**config.mk**
```make
export PLATFORM = sky130hd
export DESIGN_NAME = touch_zone_key_mapper_top
export DESIGN_NICKNAME = d
export VERILOG_FILES = /design/src/rtl/core/tzkm_pkg.sv /design/src/rtl/core/tzkm_front.sv /design/src/rtl/core/tzkm_queue.sv /design/src/rtl/core/tzkm_back.sv /design/src/rtl/core/touch_zone_key_mapper_top.sv
export VERILOG_INCLUDE_DIRS = /design/src /design/src/rtl/core
export SDC_FILE = /design/constraint.sdc
export NUM_CORES = 2
export LEC_CHECK = 0
export BUFFER_PORTS_ARGS = -buffer_cell sky130_fd_sc_hd__buf_2
export CAP_MARGIN = 10
export CORE_MARGIN = 2
export CORE_UTILIZATION = 45
export DETAILED_ROUTE_END_ITERATION = 8
export HOLD_SLACK_MARGIN = 0.15
export PLACE_DENSITY = 0.69
export SYNTH_ARGS = -nofsm -noshare
export SYNTH_HDL_FRONTEND = slang
export SYNTH_SLANG_ARGS = --single-unit
```
**constraint.sdc**
```tcl
create_clock -name clk -period 14.3 [get_ports clk]
set_input_delay 2.145 -clock clk [delete_from_list [all_inputs] [get_ports clk]]
set_output_delay 2.145 -clock clk [all_outputs]
set_load 0.05 [all_outputs]
```
**src/rtl/core/touch_zone_key_mapper_top_macros.svh**
```systemverilog
// ----------------------------------------------------------------------------
// Touch zone key mapper assertion macros
// Concurrent assertion wrappers; empty bodies when SYNTHESIS is defined.
// ----------------------------------------------------------------------------
`ifndef TOUCH_ZONE_KEY_MAPPER_TOP_MACROS_SVH
`define TOUCH_ZONE_KEY_MAPPER_TOP_MACROS_SVH

`ifndef SYNTHESIS

`define TZKM_ASSERT(label, cond, msg) \
    label: assert property (@(posedge clk) disable iff (!rst_n) (cond)) \
        else $error(msg);

`define TZKM_ASSERT_NEXT(label, trig, cond, msg) \
    label: assert property (@(posedge clk) disable iff (!rst_n) (trig) |=> (cond)) \
        else $error(msg);

`else

`define TZKM_ASSERT(label, cond, msg)

`define TZKM_ASSERT_NEXT(label, trig, cond, msg)

`endif

`endif

```
**src/rtl/core/tzkm_pkg.sv**
```systemverilog
// ----------------------------------------------------------------------------
// Touch zone key mapper package
// Widths, codes, geometry constants and shared types.
// ----------------------------------------------------------------------------
`default_nettype none

package tzkm_pkg;

    localparam int unsigned TZKM_QUEUE_DEPTH = 4;

    localparam int NUM_CTRL   = 7;
    localparam int NUM_RECT   = 4;
    localparam int FUNC_W     = 2;
    localparam int ID_W       = 16;
    localparam int X_W        = 13;
    localparam int Y_W        = 12;
    localparam int KEY_W      = 10;
    localparam int DZ_W       = 10;
    localparam int RAD_W      = 11;
    localparam int CFG_IDX_W  = 2;
    localparam int CFG_DATA_W = 11;
    localparam int DIFF_W     = 14;
    localparam int MAG_W      = 13;
    localparam int SQ_W       = 26;
    localparam int SUM_W      = 27;

    localparam logic [FUNC_W-1:0] FUNC_DOWN   = 2'd0;
    localparam logic [FUNC_W-1:0] FUNC_MOTION = 2'd1;
    localparam logic [FUNC_W-1:0] FUNC_UP     = 2'd2;
    localparam logic [FUNC_W-1:0] FUNC_OTHER  = 2'd3;

    localparam logic [CFG_IDX_W-1:0] CFG_DEAD_ZONE   = 2'd0;
    localparam logic [CFG_IDX_W-1:0] CFG_DPAD_RADIUS = 2'd1;
    localparam logic [CFG_IDX_W-1:0] CFG_A_RADIUS    = 2'd2;
    localparam logic [CFG_IDX_W-1:0] CFG_B_RADIUS    = 2'd3;

    localparam logic [DZ_W-1:0]  DEAD_ZONE_RST   = 10'd160;
    localparam logic [RAD_W-1:0] DPAD_RADIUS_RST = 11'd688;
    localparam logic [RAD_W-1:0] A_RADIUS_RST    = 11'd432;
    localparam logic [RAD_W-1:0] B_RADIUS_RST    = 11'd368;

    localparam logic [KEY_W-1:0] KEY_A      = 10'h001;
    localparam logic [KEY_W-1:0] KEY_B      = 10'h002;
    localparam logic [KEY_W-1:0] KEY_SELECT = 10'h004;
    localparam logic [KEY_W-1:0] KEY_START  = 10'h008;
    localparam logic [KEY_W-1:0] KEY_RIGHT  = 10'h010;
    localparam logic [KEY_W-1:0] KEY_LEFT   = 10'h020;
    localparam logic [KEY_W-1:0] KEY_UP     = 10'h040;
    localparam logic [KEY_W-1:0] KEY_DOWN   = 10'h080;
    localparam logic [KEY_W-1:0] KEY_R      = 10'h100;
    localparam logic [KEY_W-1:0] KEY_L      = 10'h200;
    localparam logic [KEY_W-1:0] KEY_DPAD   = 10'h0F0;

    localparam int SLOT_DPAD   = 0;
    localparam int SLOT_A      = 1;
    localparam int SLOT_B      = 2;
    localparam int SLOT_RECT0  = 3;

    localparam logic [KEY_W-1:0] CTRL_KEY [NUM_CTRL] = '{
        KEY_DPAD, KEY_A, KEY_B, KEY_START, KEY_SELECT, KEY_L, KEY_R
    };

    // circle centers, 1/16 units
    localparam logic [X_W-1:0] DPAD_CX = 13'd864;
    localparam logic [Y_W-1:0] DPAD_CY = 12'd2944;
    localparam logic [X_W-1:0] A_CX    = 13'd5856;
    localparam logic [Y_W-1:0] A_CY    = 12'd2896;
    localparam logic [X_W-1:0] B_CX    = 13'd5120;
    localparam logic [Y_W-1:0] B_CY    = 12'd3232;

    // rectangles in order start, select, L, R; bounds inclusive, 1/16 units
    localparam logic [X_W-1:0] RECT_XLO [NUM_RECT] = '{13'd2960, 13'd1968, 13'd1216, 13'd4960};
    localparam logic [X_W-1:0] RECT_XHI [NUM_RECT] = '{13'd3856, 13'd2864, 13'd1856, 13'd5600};
    localparam logic [Y_W-1:0] RECT_YLO [NUM_RECT] = '{12'd3440, 12'd3440, 12'd224, 12'd224};
    localparam logic [Y_W-1:0] RECT_YHI [NUM_RECT] = '{12'd3760, 12'd3760, 12'd672, 12'd672};

    typedef struct packed {
        logic [DZ_W-1:0]  dead_zone;
        logic [RAD_W-1:0] dpad_radius;
        logic [RAD_W-1:0] a_radius;
        logic [RAD_W-1:0] b_radius;
    } cfg_t;

    typedef struct packed {
        logic [FUNC_W-1:0]   func;
        logic [ID_W-1:0]     finger_id;
        logic                dpad_in;
        logic                a_in;
        logic                b_in;
        logic [KEY_W-1:0]    dir;
        logic [NUM_RECT-1:0] rect_hit;
    } evt_t;

    function automatic logic [MAG_W-1:0] abs_diff(input logic [DIFF_W-1:0] v,
                                                  input logic [DIFF_W-1:0] c);
        logic [DIFF_W-1:0] d;
        d = (v >= c) ? (v - c) : (c - v);
        return d[MAG_W-1:0];
    endfunction

endpackage

`default_nettype wire

```
**src/rtl/core/tzkm_front.sv**
```systemverilog
// ----------------------------------------------------------------------------
// Touch zone key mapper front end
// Accepts events, squares the offsets, runs hit tests and d-pad direction.
// ----------------------------------------------------------------------------
`default_nettype none

module tzkm_front
    import tzkm_pkg::*;
#(
    parameter int unsigned QUEUE_DEPTH = TZKM_QUEUE_DEPTH,
    localparam int CNT_W = $clog2(QUEUE_DEPTH + 1)
)
(
    input  wire logic              clk,
    input  wire logic              rst_n,
    input  wire logic              in_valid,
    output logic                   in_stall,
    input  wire logic [FUNC_W-1:0] func,
    input  wire logic [ID_W-1:0]   finger_id,
    input  wire logic [X_W-1:0]    x_pos,
    input  wire logic [Y_W-1:0]    y_pos,
    input  wire cfg_t              cfg,
    input  wire logic [CNT_W-1:0]  q_count,
    output logic                   push,
    output evt_t                   push_data
);

    localparam int OCC_W = CNT_W + 1;

    logic [OCC_W-1:0] occupancy;
    logic             accept;

    logic [MAG_W-1:0] dmag_dx, dmag_dy, amag_dx, amag_dy, bmag_dx, bmag_dy;
    logic [DIFF_W-1:0] xe, ye;
    logic [KEY_W-1:0] dir_next;
    logic [NUM_RECT-1:0] rect_raw, rect_next;

    logic              s1_valid_reg;
    logic [FUNC_W-1:0] func_reg;
    logic [ID_W-1:0]   id_reg;
    logic [KEY_W-1:0]  dir_reg;
    logic [NUM_RECT-1:0] rect_reg;
    logic [SQ_W-1:0]   sq_ddx_reg, sq_ddy_reg, sq_adx_reg, sq_ady_reg, sq_bdx_reg, sq_bdy_reg;
    logic [SQ_W-1:0]   rsq_d_reg, rsq_a_reg, rsq_b_reg;

    logic [SUM_W-1:0]  sum_d, sum_a, sum_b;

    assign occupancy = {1'b0, q_count} + OCC_W'(s1_valid_reg);
    assign in_stall  = occupancy >= OCC_W'(QUEUE_DEPTH);
    assign accept    = in_valid && !in_stall;

    assign xe = DIFF_W'(x_pos);
    assign ye = DIFF_W'(y_pos);

    always_comb
    begin
        dmag_dx = abs_diff(xe, DIFF_W'(DPAD_CX));
        dmag_dy = abs_diff(ye, DIFF_W'(DPAD_CY));
        amag_dx = abs_diff(xe, DIFF_W'(A_CX));
        amag_dy = abs_diff(ye, DIFF_W'(A_CY));
        bmag_dx = abs_diff(xe, DIFF_W'(B_CX));
        bmag_dy = abs_diff(ye, DIFF_W'(B_CY));
    end

    always_comb
    begin
        dir_next = '0;
        if (dmag_dx > MAG_W'(cfg.dead_zone) || dmag_dy > MAG_W'(cfg.dead_zone))
        begin
            if (dmag_dx >= dmag_dy)
            begin
                dir_next = (x_pos < DPAD_CX) ? KEY_LEFT : KEY_RIGHT;
            end
            else
            begin
                dir_next = (y_pos < DPAD_CY) ? KEY_UP : KEY_DOWN;
            end
        end
    end

    always_comb
    begin
        for (int i = 0; i < NUM_RECT; i++)
        begin
            rect_raw[i] = (x_pos >= RECT_XLO[i]) && (x_pos <= RECT_XHI[i]) &&
                          (y_pos >= RECT_YLO[i]) && (y_pos <= RECT_YHI[i]);
        end
        // first hit wins
        rect_next = rect_raw & ~(rect_raw - NUM_RECT'(1));
    end

    always_ff @(posedge clk or negedge rst_n)
    begin
        if (!rst_n)
        begin
            s1_valid_reg <= 1'b0;
        end
        else
        begin
            s1_valid_reg <= accept;
        end
    end

    always_ff @(posedge clk)
    begin
        if (accept)
        begin
            func_reg   <= func;
            id_reg     <= finger_id;
            dir_reg    <= dir_next;
            rect_reg   <= rect_next;
            sq_ddx_reg <= SQ_W'(dmag_dx) * SQ_W'(dmag_dx);
            sq_ddy_reg <= SQ_W'(dmag_dy) * SQ_W'(dmag_dy);
            sq_adx_reg <= SQ_W'(amag_dx) * SQ_W'(amag_dx);
            sq_ady_reg <= SQ_W'(amag_dy) * SQ_W'(amag_dy);
            sq_bdx_reg <= SQ_W'(bmag_dx) * SQ_W'(bmag_dx);
            sq_bdy_reg <= SQ_W'(bmag_dy) * SQ_W'(bmag_dy);
            rsq_d_reg  <= SQ_W'(cfg.dpad_radius) * SQ_W'(cfg.dpad_radius);
            rsq_a_reg  <= SQ_W'(cfg.a_radius) * SQ_W'(cfg.a_radius);
            rsq_b_reg  <= SQ_W'(cfg.b_radius) * SQ_W'(cfg.b_radius);
        end
    end

    assign sum_d = SUM_W'(sq_ddx_reg) + SUM_W'(sq_ddy_reg);
    assign sum_a = SUM_W'(sq_adx_reg) + SUM_W'(sq_ady_reg);
    assign sum_b = SUM_W'(sq_bdx_reg) + SUM_W'(sq_bdy_reg);

    assign push = s1_valid_reg;

    always_comb
    begin
        push_data.func      = func_reg;
        push_data.finger_id = id_reg;
        push_data.dpad_in   = sum_d <= SUM_W'(rsq_d_reg);
        push_data.a_in      = sum_a <= SUM_W'(rsq_a_reg);
        push_data.b_in      = sum_b <= SUM_W'(rsq_b_reg);
        push_data.dir       = dir_reg;
        push_data.rect_hit  = rect_reg;
    end

endmodule

`default_nettype wire

```
**src/rtl/core/tzkm_queue.sv**
```systemverilog
// ----------------------------------------------------------------------------
// Touch zone key mapper event queue
// Small register queue between the front end and the back end.
// ----------------------------------------------------------------------------
`default_nettype none
`include "touch_zone_key_mapper_top_macros.svh"

module tzkm_queue
    import tzkm_pkg::*;
#(
    parameter int unsigned DEPTH = TZKM_QUEUE_DEPTH,
    localparam int CNT_W = $clog2(DEPTH + 1),
    localparam int PTR_W = (DEPTH > 1) ? $clog2(DEPTH) : 1
)
(
    input  wire logic             clk,
    input  wire logic             rst_n,
    input  wire logic             push,
    input  wire evt_t             push_data,
    input  wire logic             pop,
    output evt_t                  pop_data,
    output logic [CNT_W-1:0]      count
);

    evt_t             entry_reg [DEPTH];
    logic [PTR_W-1:0] wr_ptr_reg, wr_ptr_next;
    logic [PTR_W-1:0] rd_ptr_reg, rd_ptr_next;
    logic [CNT_W-1:0] count_reg, count_next;

    always_comb
    begin
        wr_ptr_next = wr_ptr_reg;
        rd_ptr_next = rd_ptr_reg;
        if (push)
        begin
            wr_ptr_next = (wr_ptr_reg == PTR_W'(DEPTH - 1)) ? '0 : wr_ptr_reg + PTR_W'(1);
        end
        if (pop)
        begin
            rd_ptr_next = (rd_ptr_reg == PTR_W'(DEPTH - 1)) ? '0 : rd_ptr_reg + PTR_W'(1);
        end
        count_next = count_reg + CNT_W'(push) - CNT_W'(pop);
    end

    always_ff @(posedge clk or negedge rst_n)
    begin
        if (!rst_n)
        begin
            wr_ptr_reg <= '0;
            rd_ptr_reg <= '0;
            count_reg  <= '0;
        end
        else
        begin
            wr_ptr_reg <= wr_ptr_next;
            rd_ptr_reg <= rd_ptr_next;
            count_reg  <= count_next;
        end
    end

    always_ff @(posedge clk)
    begin
        if (push)
        begin
            entry_reg[wr_ptr_reg] <= push_data;
        end
    end

    assign pop_data = entry_reg[rd_ptr_reg];
    assign count    = count_reg;

    `TZKM_ASSERT(a_q_no_overflow, !push || pop || count_reg != CNT_W'(DEPTH), "queue overflow")
    `TZKM_ASSERT(a_q_no_underflow, !pop || count_reg != '0, "queue underflow")
    `TZKM_ASSERT(a_q_count_range, count_reg <= CNT_W'(DEPTH), "queue count out of range")

endmodule

`default_nettype wire

```
**src/rtl/core/tzkm_back.sv**
```systemverilog
// ----------------------------------------------------------------------------
// Touch zone key mapper back end
// Owner table, key mask update and the result output register.
// ----------------------------------------------------------------------------
`default_nettype none
`include "touch_zone_key_mapper_top_macros.svh"

module tzkm_back
    import tzkm_pkg::*;
(
    input  wire logic             clk,
    input  wire logic             rst_n,
    input  wire logic             q_nonempty,
    input  wire evt_t             entry,
    output logic                  pop,
    output logic                  out_valid,
    input  wire logic             out_stall,
    output logic [KEY_W-1:0]      key_mask
);

    logic [NUM_CTRL-1:0] owner_valid_reg, owner_valid_next;
    logic [ID_W-1:0]     owner_finger_reg [NUM_CTRL];
    logic [KEY_W-1:0]    keys_reg, keys_next;
    logic [NUM_CTRL-1:0] own;
    logic [NUM_CTRL-1:0] take;
    logic                out_valid_reg;
    logic [KEY_W-1:0]    key_mask_reg;

    assign pop = q_nonempty && (!out_valid_reg || !out_stall);

    always_comb
    begin
        for (int i = 0; i < NUM_CTRL; i++)
        begin
            own[i] = owner_valid_reg[i] && (owner_finger_reg[i] == entry.finger_id);
        end
    end

    always_comb
    begin
        keys_next        = keys_reg;
        owner_valid_next = owner_valid_reg;
        take             = '0;
        case (entry.func)
            FUNC_UP:
            begin
                for (int i = 0; i < NUM_CTRL; i++)
                begin
                    if (own[i])
                    begin
                        owner_valid_next[i] = 1'b0;
                        keys_next           = keys_next & ~CTRL_KEY[i];
                    end
                end
            end
            FUNC_DOWN, FUNC_MOTION:
            begin
                if (own[SLOT_DPAD])
                begin
                    keys_next = (keys_reg & ~KEY_DPAD) | entry.dir;
                end
                else if (own[SLOT_A])
                begin
                    keys_next = entry.a_in ? (keys_reg | KEY_A) : (keys_reg & ~KEY_A);
                end
                else if (own[SLOT_B])
                begin
                    keys_next = entry.b_in ? (keys_reg | KEY_B) : (keys_reg & ~KEY_B);
                end
                else if (|own[NUM_CTRL-1:SLOT_RECT0])
                begin
                    keys_next = keys_reg;
                end
                else if (entry.func == FUNC_DOWN)
                begin
                    if (entry.dpad_in)
                    begin
                        take[SLOT_DPAD] = 1'b1;
                        keys_next       = keys_reg | entry.dir;
                    end
                    else if (entry.a_in)
                    begin
                        take[SLOT_A] = 1'b1;
                        keys_next    = keys_reg | KEY_A;
                    end
                    else if (entry.b_in)
                    begin
                        take[SLOT_B] = 1'b1;
                        keys_next    = keys_reg | KEY_B;
                    end
                    else
                    begin
                        for (int i = 0; i < NUM_RECT; i++)
                        begin
                            if (entry.rect_hit[i])
                            begin
                                take[SLOT_RECT0 + i] = 1'b1;
                                keys_next = keys_next | CTRL_KEY[SLOT_RECT0 + i];
                            end
                        end
                    end
                end
            end
            FUNC_OTHER:
            begin
                keys_next = keys_reg;
            end
            default:
            begin
                keys_next = keys_reg;
            end
        endcase
        owner_valid_next = owner_valid_next | take;
    end

    always_ff @(posedge clk or negedge rst_n)
    begin
        if (!rst_n)
        begin
            owner_valid_reg <= '0;
            keys_reg        <= '0;
            out_valid_reg   <= 1'b0;
        end
        else
        begin
            if (pop)
            begin
                owner_valid_reg <= owner_valid_next;
                keys_reg        <= keys_next;
                out_valid_reg   <= 1'b1;
            end
            else if (!out_stall)
            begin
                out_valid_reg <= 1'b0;
            end
        end
    end

    always_ff @(posedge clk)
    begin
        if (pop)
        begin
            key_mask_reg <= keys_next;
            for (int i = 0; i < NUM_CTRL; i++)
            begin
                if (take[i])
                begin
                    owner_finger_reg[i] <= entry.finger_id;
                end
            end
        end
    end

    assign out_valid = out_valid_reg;
    assign key_mask  = key_mask_reg;

    `TZKM_ASSERT(a_dpad_keys_owned, (keys_reg & KEY_DPAD) == '0 || owner_valid_reg[SLOT_DPAD], "d-pad key without owner")
    `TZKM_ASSERT(a_a_key_owned, (keys_reg & KEY_A) == '0 || owner_valid_reg[SLOT_A], "A key without owner")
    `TZKM_ASSERT(a_b_key_owned, (keys_reg & KEY_B) == '0 || owner_valid_reg[SLOT_B], "B key without owner")
    `TZKM_ASSERT_NEXT(a_pop_loads_out, pop, out_valid_reg, "popped transaction not presented")

endmodule

`default_nettype wire

```
**src/rtl/core/touch_zone_key_mapper_top.sv**
```systemverilog
// Path: front hit-test register stage, a QUEUE_DEPTH-entry queue, then the back
// owner-table update into the output register. Throughput: one event per cycle
// while out_stall stays low; a stalled output fills the queue and raises in_stall.
// Reset (rst_n, async, active low): owners released, held keys and out_valid zero,
// config at defaults; no clearing pass, the block accepts events right after reset.
// ----------------------------------------------------------------------------
// Touch zone key mapper top level
// Configuration registers and the front, queue and back instances.
// ----------------------------------------------------------------------------
`default_nettype none

module touch_zone_key_mapper_top
    import tzkm_pkg::*;
#(
    parameter int unsigned QUEUE_DEPTH = TZKM_QUEUE_DEPTH
)
(
    input  wire logic                  clk,
    input  wire logic                  rst_n,
    input  wire logic                  in_valid,
    output logic                       in_stall,
    input  wire logic [FUNC_W-1:0]     func,
    input  wire logic [ID_W-1:0]       finger_id,
    input  wire logic [X_W-1:0]        x_pos,
    input  wire logic [Y_W-1:0]        y_pos,
    output logic                       out_valid,
    input  wire logic                  out_stall,
    output logic [KEY_W-1:0]           key_mask,
    input  wire logic                  cfg_valid,
    output logic                       cfg_ready,
    input  wire logic [CFG_IDX_W-1:0]  cfg_index,
    input  wire logic [CFG_DATA_W-1:0] cfg_data
);

    localparam int CNT_W = $clog2(QUEUE_DEPTH + 1);

    cfg_t             cfg_reg, cfg_next;
    logic             push, pop;
    evt_t             push_data, pop_data;
    logic [CNT_W-1:0] q_count;

    assign cfg_ready = 1'b1;

    always_comb
    begin
        cfg_next = cfg_reg;
        if (cfg_valid)
        begin
            case (cfg_index)
                CFG_DEAD_ZONE:   cfg_next.dead_zone   = cfg_data[DZ_W-1:0];
                CFG_DPAD_RADIUS: cfg_next.dpad_radius = cfg_data[RAD_W-1:0];
                CFG_A_RADIUS:    cfg_next.a_radius    = cfg_data[RAD_W-1:0];
                CFG_B_RADIUS:    cfg_next.b_radius    = cfg_data[RAD_W-1:0];
                default:         cfg_next = cfg_reg;
            endcase
        end
    end

    always_ff @(posedge clk or negedge rst_n)
    begin
        if (!rst_n)
        begin
            cfg_reg.dead_zone   <= DEAD_ZONE_RST;
            cfg_reg.dpad_radius <= DPAD_RADIUS_RST;
            cfg_reg.a_radius    <= A_RADIUS_RST;
            cfg_reg.b_radius    <= B_RADIUS_RST;
        end
        else
        begin
            cfg_reg <= cfg_next;
        end
    end

    tzkm_front #(
        .QUEUE_DEPTH (QUEUE_DEPTH)
    ) u_front (
        .clk       (clk),
        .rst_n     (rst_n),
        .in_valid  (in_valid),
        .in_stall  (in_stall),
        .func      (func),
        .finger_id (finger_id),
        .x_pos     (x_pos),
        .y_pos     (y_pos),
        .cfg       (cfg_reg),
        .q_count   (q_count),
        .push      (push),
        .push_data (push_data)
    );

    tzkm_queue #(
        .DEPTH (QUEUE_DEPTH)
    ) u_queue (
        .clk       (clk),
        .rst_n     (rst_n),
        .push      (push),
        .push_data (push_data),
        .pop       (pop),
        .pop_data  (pop_data),
        .count     (q_count)
    );

    tzkm_back u_back (
        .clk        (clk),
        .rst_n      (rst_n),
        .q_nonempty (q_count != '0),
        .entry      (pop_data),
        .pop        (pop),
        .out_valid  (out_valid),
        .out_stall  (out_stall),
        .key_mask   (key_mask)
    );

endmodule

`default_nettype wire

```
# ---- Word-level counts from Yosys, hierarchy flattened
# Memory sizes are Yosys's and may differ from the RTL's.
# Cells that the tools add are included.
dict set report op_classes {
  add_sub_neg 21
  mul 9
  magnitude_cmp 27
  eq_ne 16
  n_mux 91
  bitwise 5
  n_reduce_logical 38
}
# operator count
set op_table {}
lappend op_table {{multiplier 13 x 13 -> 26 bit} 6}
lappend op_table {{== test 16 bit} 7}
lappend op_table {{2-to-1 mux 10 bit} 11}
lappend op_table {{adder 26 x 26 -> 27 bit} 3}
lappend op_table {{less-or-equal comparator 27 x 22 -> 1 bit} 3}
lappend op_table {{2-to-1 mux 13 bit} 6}
lappend op_table {{multiplier 11 x 11 -> 22 bit} 3}
lappend op_table {{2-to-1 mux 7 bit} 7}
lappend op_table {{greater-or-equal comparator 12 bit, second input constant} 4}
lappend op_table {{2-to-1 mux 16 bit} 3}
lappend op_table {{OR reduction 16 bit} 3}
lappend op_table {{2-to-1 mux 1 bit} 44}
lappend op_table {{greater-or-equal comparator 13 bit, second input constant} 3}
lappend op_table {{subtractor 12 x 12 -> 13 bit, first input constant} 3}
lappend op_table {{subtractor 12 x 12 -> 13 bit, second input constant} 3}
lappend op_table {{one-hot mux 10 bit (3 select lines)} 1}
lappend op_table {{greater-or-equal comparator 13 x 11 -> 1 bit, second input constant} 2}
lappend op_table {{greater-than comparator 13 x 10 -> 1 bit} 2}
lappend op_table {{less-or-equal comparator 13 x 12 -> 1 bit, second input constant} 2}
lappend op_table {{subtractor 13 bit, first input constant} 2}
lappend op_table {{subtractor 13 bit, second input constant} 2}
lappend op_table {{logical AND 1 bit} 21}
lappend op_table {{bitwise OR 10 bit} 2}
lappend op_table {{2-to-1 mux 9 bit} 2}
lappend op_table {{37 further kinds} 62}
dict set report totals {
  regBits 333
  ramBits 252
  in_bits 61
  output_inout_bits 13
  n_memories 2
}
# name words word_bits read_ports rd_clocked_by_memory_dff wr line_no
set memory_table {}
lappend memory_table {u_queue.entry_reg 4 35 1 0 1 tzkm_queue.sv:25} ;# evt_t entry_reg [DEPTH];
lappend memory_table {u_back.owner_finger_reg 7 16 7 0 4 tzkm_back.sv:22} ;# logic [ID_W-1:0] owner_finger_reg [NUM_CTRL];

# ---- Longest topological paths before layout
# An unclocked memory read counts as a cell.
dict set report logic_depth {
  ltp_word 18
  mapped_depth 35
}

# ---- Cells and area by module
# From an unflattened synthesis, not the netlist that was laid out.
dict set report unflattened {
  hier_cells 6433
  area_unflattened_um2 65180.0
}
# mod instances cells_each area_per_inst_um2 seq_area_each_um2
set by_module_without_submodules {}
lappend by_module_without_submodules {tzkm_front 1 5690 51633.3 6961.7}
lappend by_module_without_submodules {tzkm_back 1 429 6296.0 4113.9}
lappend by_module_without_submodules {tzkm_queue 1 217 5506.5 4379.2}
lappend by_module_without_submodules {touch_zone_key_mapper_top 1 97 1744.2 1093.5}

# ---- Worst setup path after synthesis
# No wires, ideal clock.
dict set report synth_timing {
  path_kind {input port to flip-flop}
  start {input in_valid}
  end {register u_front.s1_valid_reg, in the netlist u_front.push}
  setup_time_ps 1178
  arrival_time_ps 12161
  required_time_ps 13122
  setup_slack_ps 961
  cell_stages 1
  n_path_buf 0
  cell_sequence {nor2b_1}
}
dict set report synth_between {
  elab_chain_len 1
}
# element line_no
set synth_lines {}
lappend synth_lines {{start: declaration} touch_zone_key_mapper_top.sv:20} ;# input wire logic in_valid,
lappend synth_lines {{logical AND 1 bit} tzkm_front.sv:50} ;# assign accept = in_valid && !in_stall;
lappend synth_lines {{end signal: assignment} tzkm_front.sv:100} ;# s1_valid_reg <= accept;
lappend synth_lines {{end: declaration} tzkm_front.sv:38} ;# logic s1_valid_reg;
# No other way between the ends.
# A chain may end at the register's enable or synchronous reset.

# ---- Worst setup path after layout
dict set report layout_timing {
  start {input y_pos[0]}
  end {register u_front.sq_bdy_reg[25] (data pin)}
}
dict set report layout_between {
  elab_chain_len 3
  elab_cells_between_ends 5
}
# element line_no
set layout_lines {}
lappend layout_lines {{start: declaration} touch_zone_key_mapper_top.sv:25} ;# input wire logic [Y_W-1:0] y_pos,
lappend layout_lines {{subtractor 12 x 12 -> 13 bit or greater-or-equal comparator 12 bit (tied branches)} tzkm_pkg.sv:97} ;# d = (v >= c) ? (v - c) : (c - v);
lappend layout_lines {{2-to-1 mux 13 bit *} tzkm_pkg.sv:97}
lappend layout_lines {{multiplier 13 x 13 -> 26 bit *} tzkm_front.sv:117} ;# sq_bdy_reg <= SQ_W'(bmag_dy) * SQ_W'(bmag_dy);
lappend layout_lines {{end signal: assignment} tzkm_front.sv:117}
lappend layout_lines {{end: declaration} tzkm_front.sv:43} ;# logic [SQ_W-1:0] sq_ddx_reg, sq_ddy_reg, sq_adx_reg, sq_ady_reg, sq_bdx_reg, sq_bdy_reg;
# Every way passes the cells marked *; elsewhere a longest branch is shown, timed or not.

==> flow_summary.ini <==
[drt]
vias_per_cell = 5.23
drtPass1Iterations = 6
top_layer = met5
routed_wirelength_um = 146000
drc = 0
wl_met2_um = 70300
vias = 44300
wl_met3_um = 7610
avgRoutedWirePerCell_um = 17.2
wl_met1_um = 63300
antenna_left = 0
drt_iter0_drc = 2804

[logic_synthesis]
synth_cell_type_count = 92
yosys-top-cells-area = fa_1 24%, edfxtp_1 22%, ha_1 15%, inv_1 8.4%, xnor2_1 4.9%
synth_edf_count = 470
synthFlopType = edfxtp_1
synthCells = 6467
yosys.area.top_type = fa_1
synth_seq_cells = 539
syn_avg_cell_area_um2 = 9.89
ys_async_sr_fraction = 0.128
ys.warnings.count = 0
synth_top_area_share = 0.243
syn_area_um2 = 64000
yosysSeqAreaShare = 0.248

[die]
rows = 138
die_w_um = 381
core_region_area_um2 = 141000
die_h_um = 381
start_util = 0.453
ioPinCount = 74
dieArea_um2 = 145000

[final_layout]
layout.nets = 8119
fillers = 13000
area_growth_pct = 7.12
drive_gt1_frac = 0.0514
largest_reg_flops = 116
multiInputGateArea_um2 = 42100
final_common_cell = inv_1
seq_area_um2 = 15900
layout_common_cells = 1435 x inv_1, 777 x fa_1, 754 x ha_1
fin_util = 0.485

[grt]
grt_pass1_vias = 45900
grt_usage = 0.204
antenna_found_initial = 21
grt_max_degree = 140
grt_overflow = 0
grt_pass1_wl_um = 240000

[critical_path]
r2r-end = u_front.rsq_b_reg[21]
crit_fanout = 20
endpoint_kind = flop
crit_start = y_pos[0]
required_ns = 14.72
arrival_ns = 10.64
r2r_start = cfg_reg[5]
cp-endpoint = u_front.sq_bdy_reg[25]
r2r_slack_ns = 8.09
slowest_stage = xnor2_1
slowest_delay_ns = 0.67
reg2reg_depth = 17
crit_type = in2reg
crit_path_start_kind = input port

[timing]
maxSlewHeadroom = 0.185
slew_violations = 0
finalSetupViolCount = 0
final-hold-violation-count = 0
fin_crit_ns = 10.22
setup_tns_ns = 0
timing.fmax_ghz = 0.0978
skew_ns = 0.0798
holdWs_ns = 0.482
final.period_utilization = 0.715
worst_pin_slew_ns = 1.21
rsz0062_at_grt = false

[place]
post-dp-hpwl_um = 118000
routabilityCongestion = 0.905
portBuffers = 72

[clocking]
ctsHoldBuffers = 0
numCtsBuffers = 61
cts_htree_levels = 2
cts_resized = 0
insertion_delay_ns = 0.71
cts-root-buf = clkbuf_16
cts.sinks = 539
cts_setup_buffers = 0
clockBufferDepth = 3
cts_tree = done
clk_transition_reported_paths_ns = 0.06

[run_status]
status = finished, final reports clean

[hold_path]
hold_path_class = reg2reg

[flow_run]
maxCapViolCount = 0
area by class of cell:
cell class | instances | area share
well taps | 1890 | 0.0345
clock buffers | 88 | 0.0245
flip-flops and latches | 539 | 0.231
repair buffers | 124 | 0.0112
clock inverters | 26 | 0.00420
diodes | 3 | 0.000110
inverters | 1460 | 0.0800
multi-input cells | 4341 | 0.614
cell families (layout without fill, tap and decap cells):
logic type / after synthesis / after routing / synth area share
muxes: 91 / 91 / 0.0202
xor gates and xnor gates: 423 / 423 / 0.0583
adders and majority gates: 1531 / 1531 / 0.391
other: 2 / 8 / 0.000117
buffers and inverters: 1590 / 1698 / 0.0949
DFF: 539 / 539 / 0.248
and+or+nand+nor: 1536 / 1536 / 0.110
AOI/OAI and AO/OA: 755 / 755 / 0.0773
cell usage after synthesis (20+ instances only):
| cell | number |
|---|---|
| inv_1 | 1435 |
| fa_1 | 777 |
| ha_1 | 754 |
| nand2_1 | 533 |
| edfxtp_1 | 470 |
| nor2_1 | 450 |
| xnor2_1 | 355 |
| a21oi_1 | 206 |
| o21ai_0 | 155 |
| and2_1 | 115 |
| a21o_1 | 98 |
| clkbuf_1 | 98 |
| nor3_1 | 87 |
| nand3_1 | 74 |
| xor2_1 | 65 |
| dfrtp_1 | 55 |
| nand4_1 | 51 |
| nor2b_1 | 46 |
| mux2_2 | 45 |
| nand2b_1 | 43 |
| o21a_1 | 41 |
| and3_1 | 37 |
| a211oi_1 | 31 |
| a31oi_1 | 28 |
| or3_1 | 22 |
| clkinv_1 | 21 |
| mux2i_1 | 21 |
| o21bai_1 | 21 |
| or2_2 | 21 |
| o211ai_1 | 20 |
metrics by stage:
step	worst slack [ns]	instances	cell area [µm²]
5_1_grt	3.54	8468	68500
6_report	4.08	8471	68500
3_3_place_gp	3.71	8351	66500
3_5_place_dp	3.42	8352	66500
2_1_floorplan	0.961	6470	64000
4_1_cts	4.14	8466	68500
critical path: cells and delay by family:
family / cells / cell delay [ns]
buf+inv: 8 / 0.90
compound gates: 9 / 1.81
fa+ha+maj: 8 / 3.44
simple gates: 4 / 1.57
xor+xnor: 2 / 0.75
how the worst min path moves through the flow:
| stage | slack (ns) | depth (start not counted) | endpoint | from |
|---|---|---|---|---|
| after floorplan | 0.45 | 1 | u_back.owner_valid_reg[1] | u_back.owner_valid_reg[1] |
| after global placement | 0.46 | 1 | u_back.owner_valid_reg[1] | u_back.owner_valid_reg[1] |
| after detailed placement | 0.48 | 1 | u_back.owner_valid_reg[1] | u_back.owner_valid_reg[1] |
| after CTS | 0.49 | 1 | u_back.owner_valid_reg[1] | u_back.owner_valid_reg[1] |
| after global routing | 0.52 | 0 | u_queue.entry_reg[2][8] | u_front.dir_reg[4] |
| final | 0.48 | 1 | u_back.owner_valid_reg[1] | u_back.owner_valid_reg[1] |
per-layer routing:
layer	global-route usage	up-vias
li1	-	21000
met1	0.272	22000
met2	0.349	1041
met3	0.0263	262
met4	0.0561	22
met5	0	-
Power is left out: the tool's default activity adds up to more than one toggle a clock period on the data nets, which glitch-free logic cannot reach.
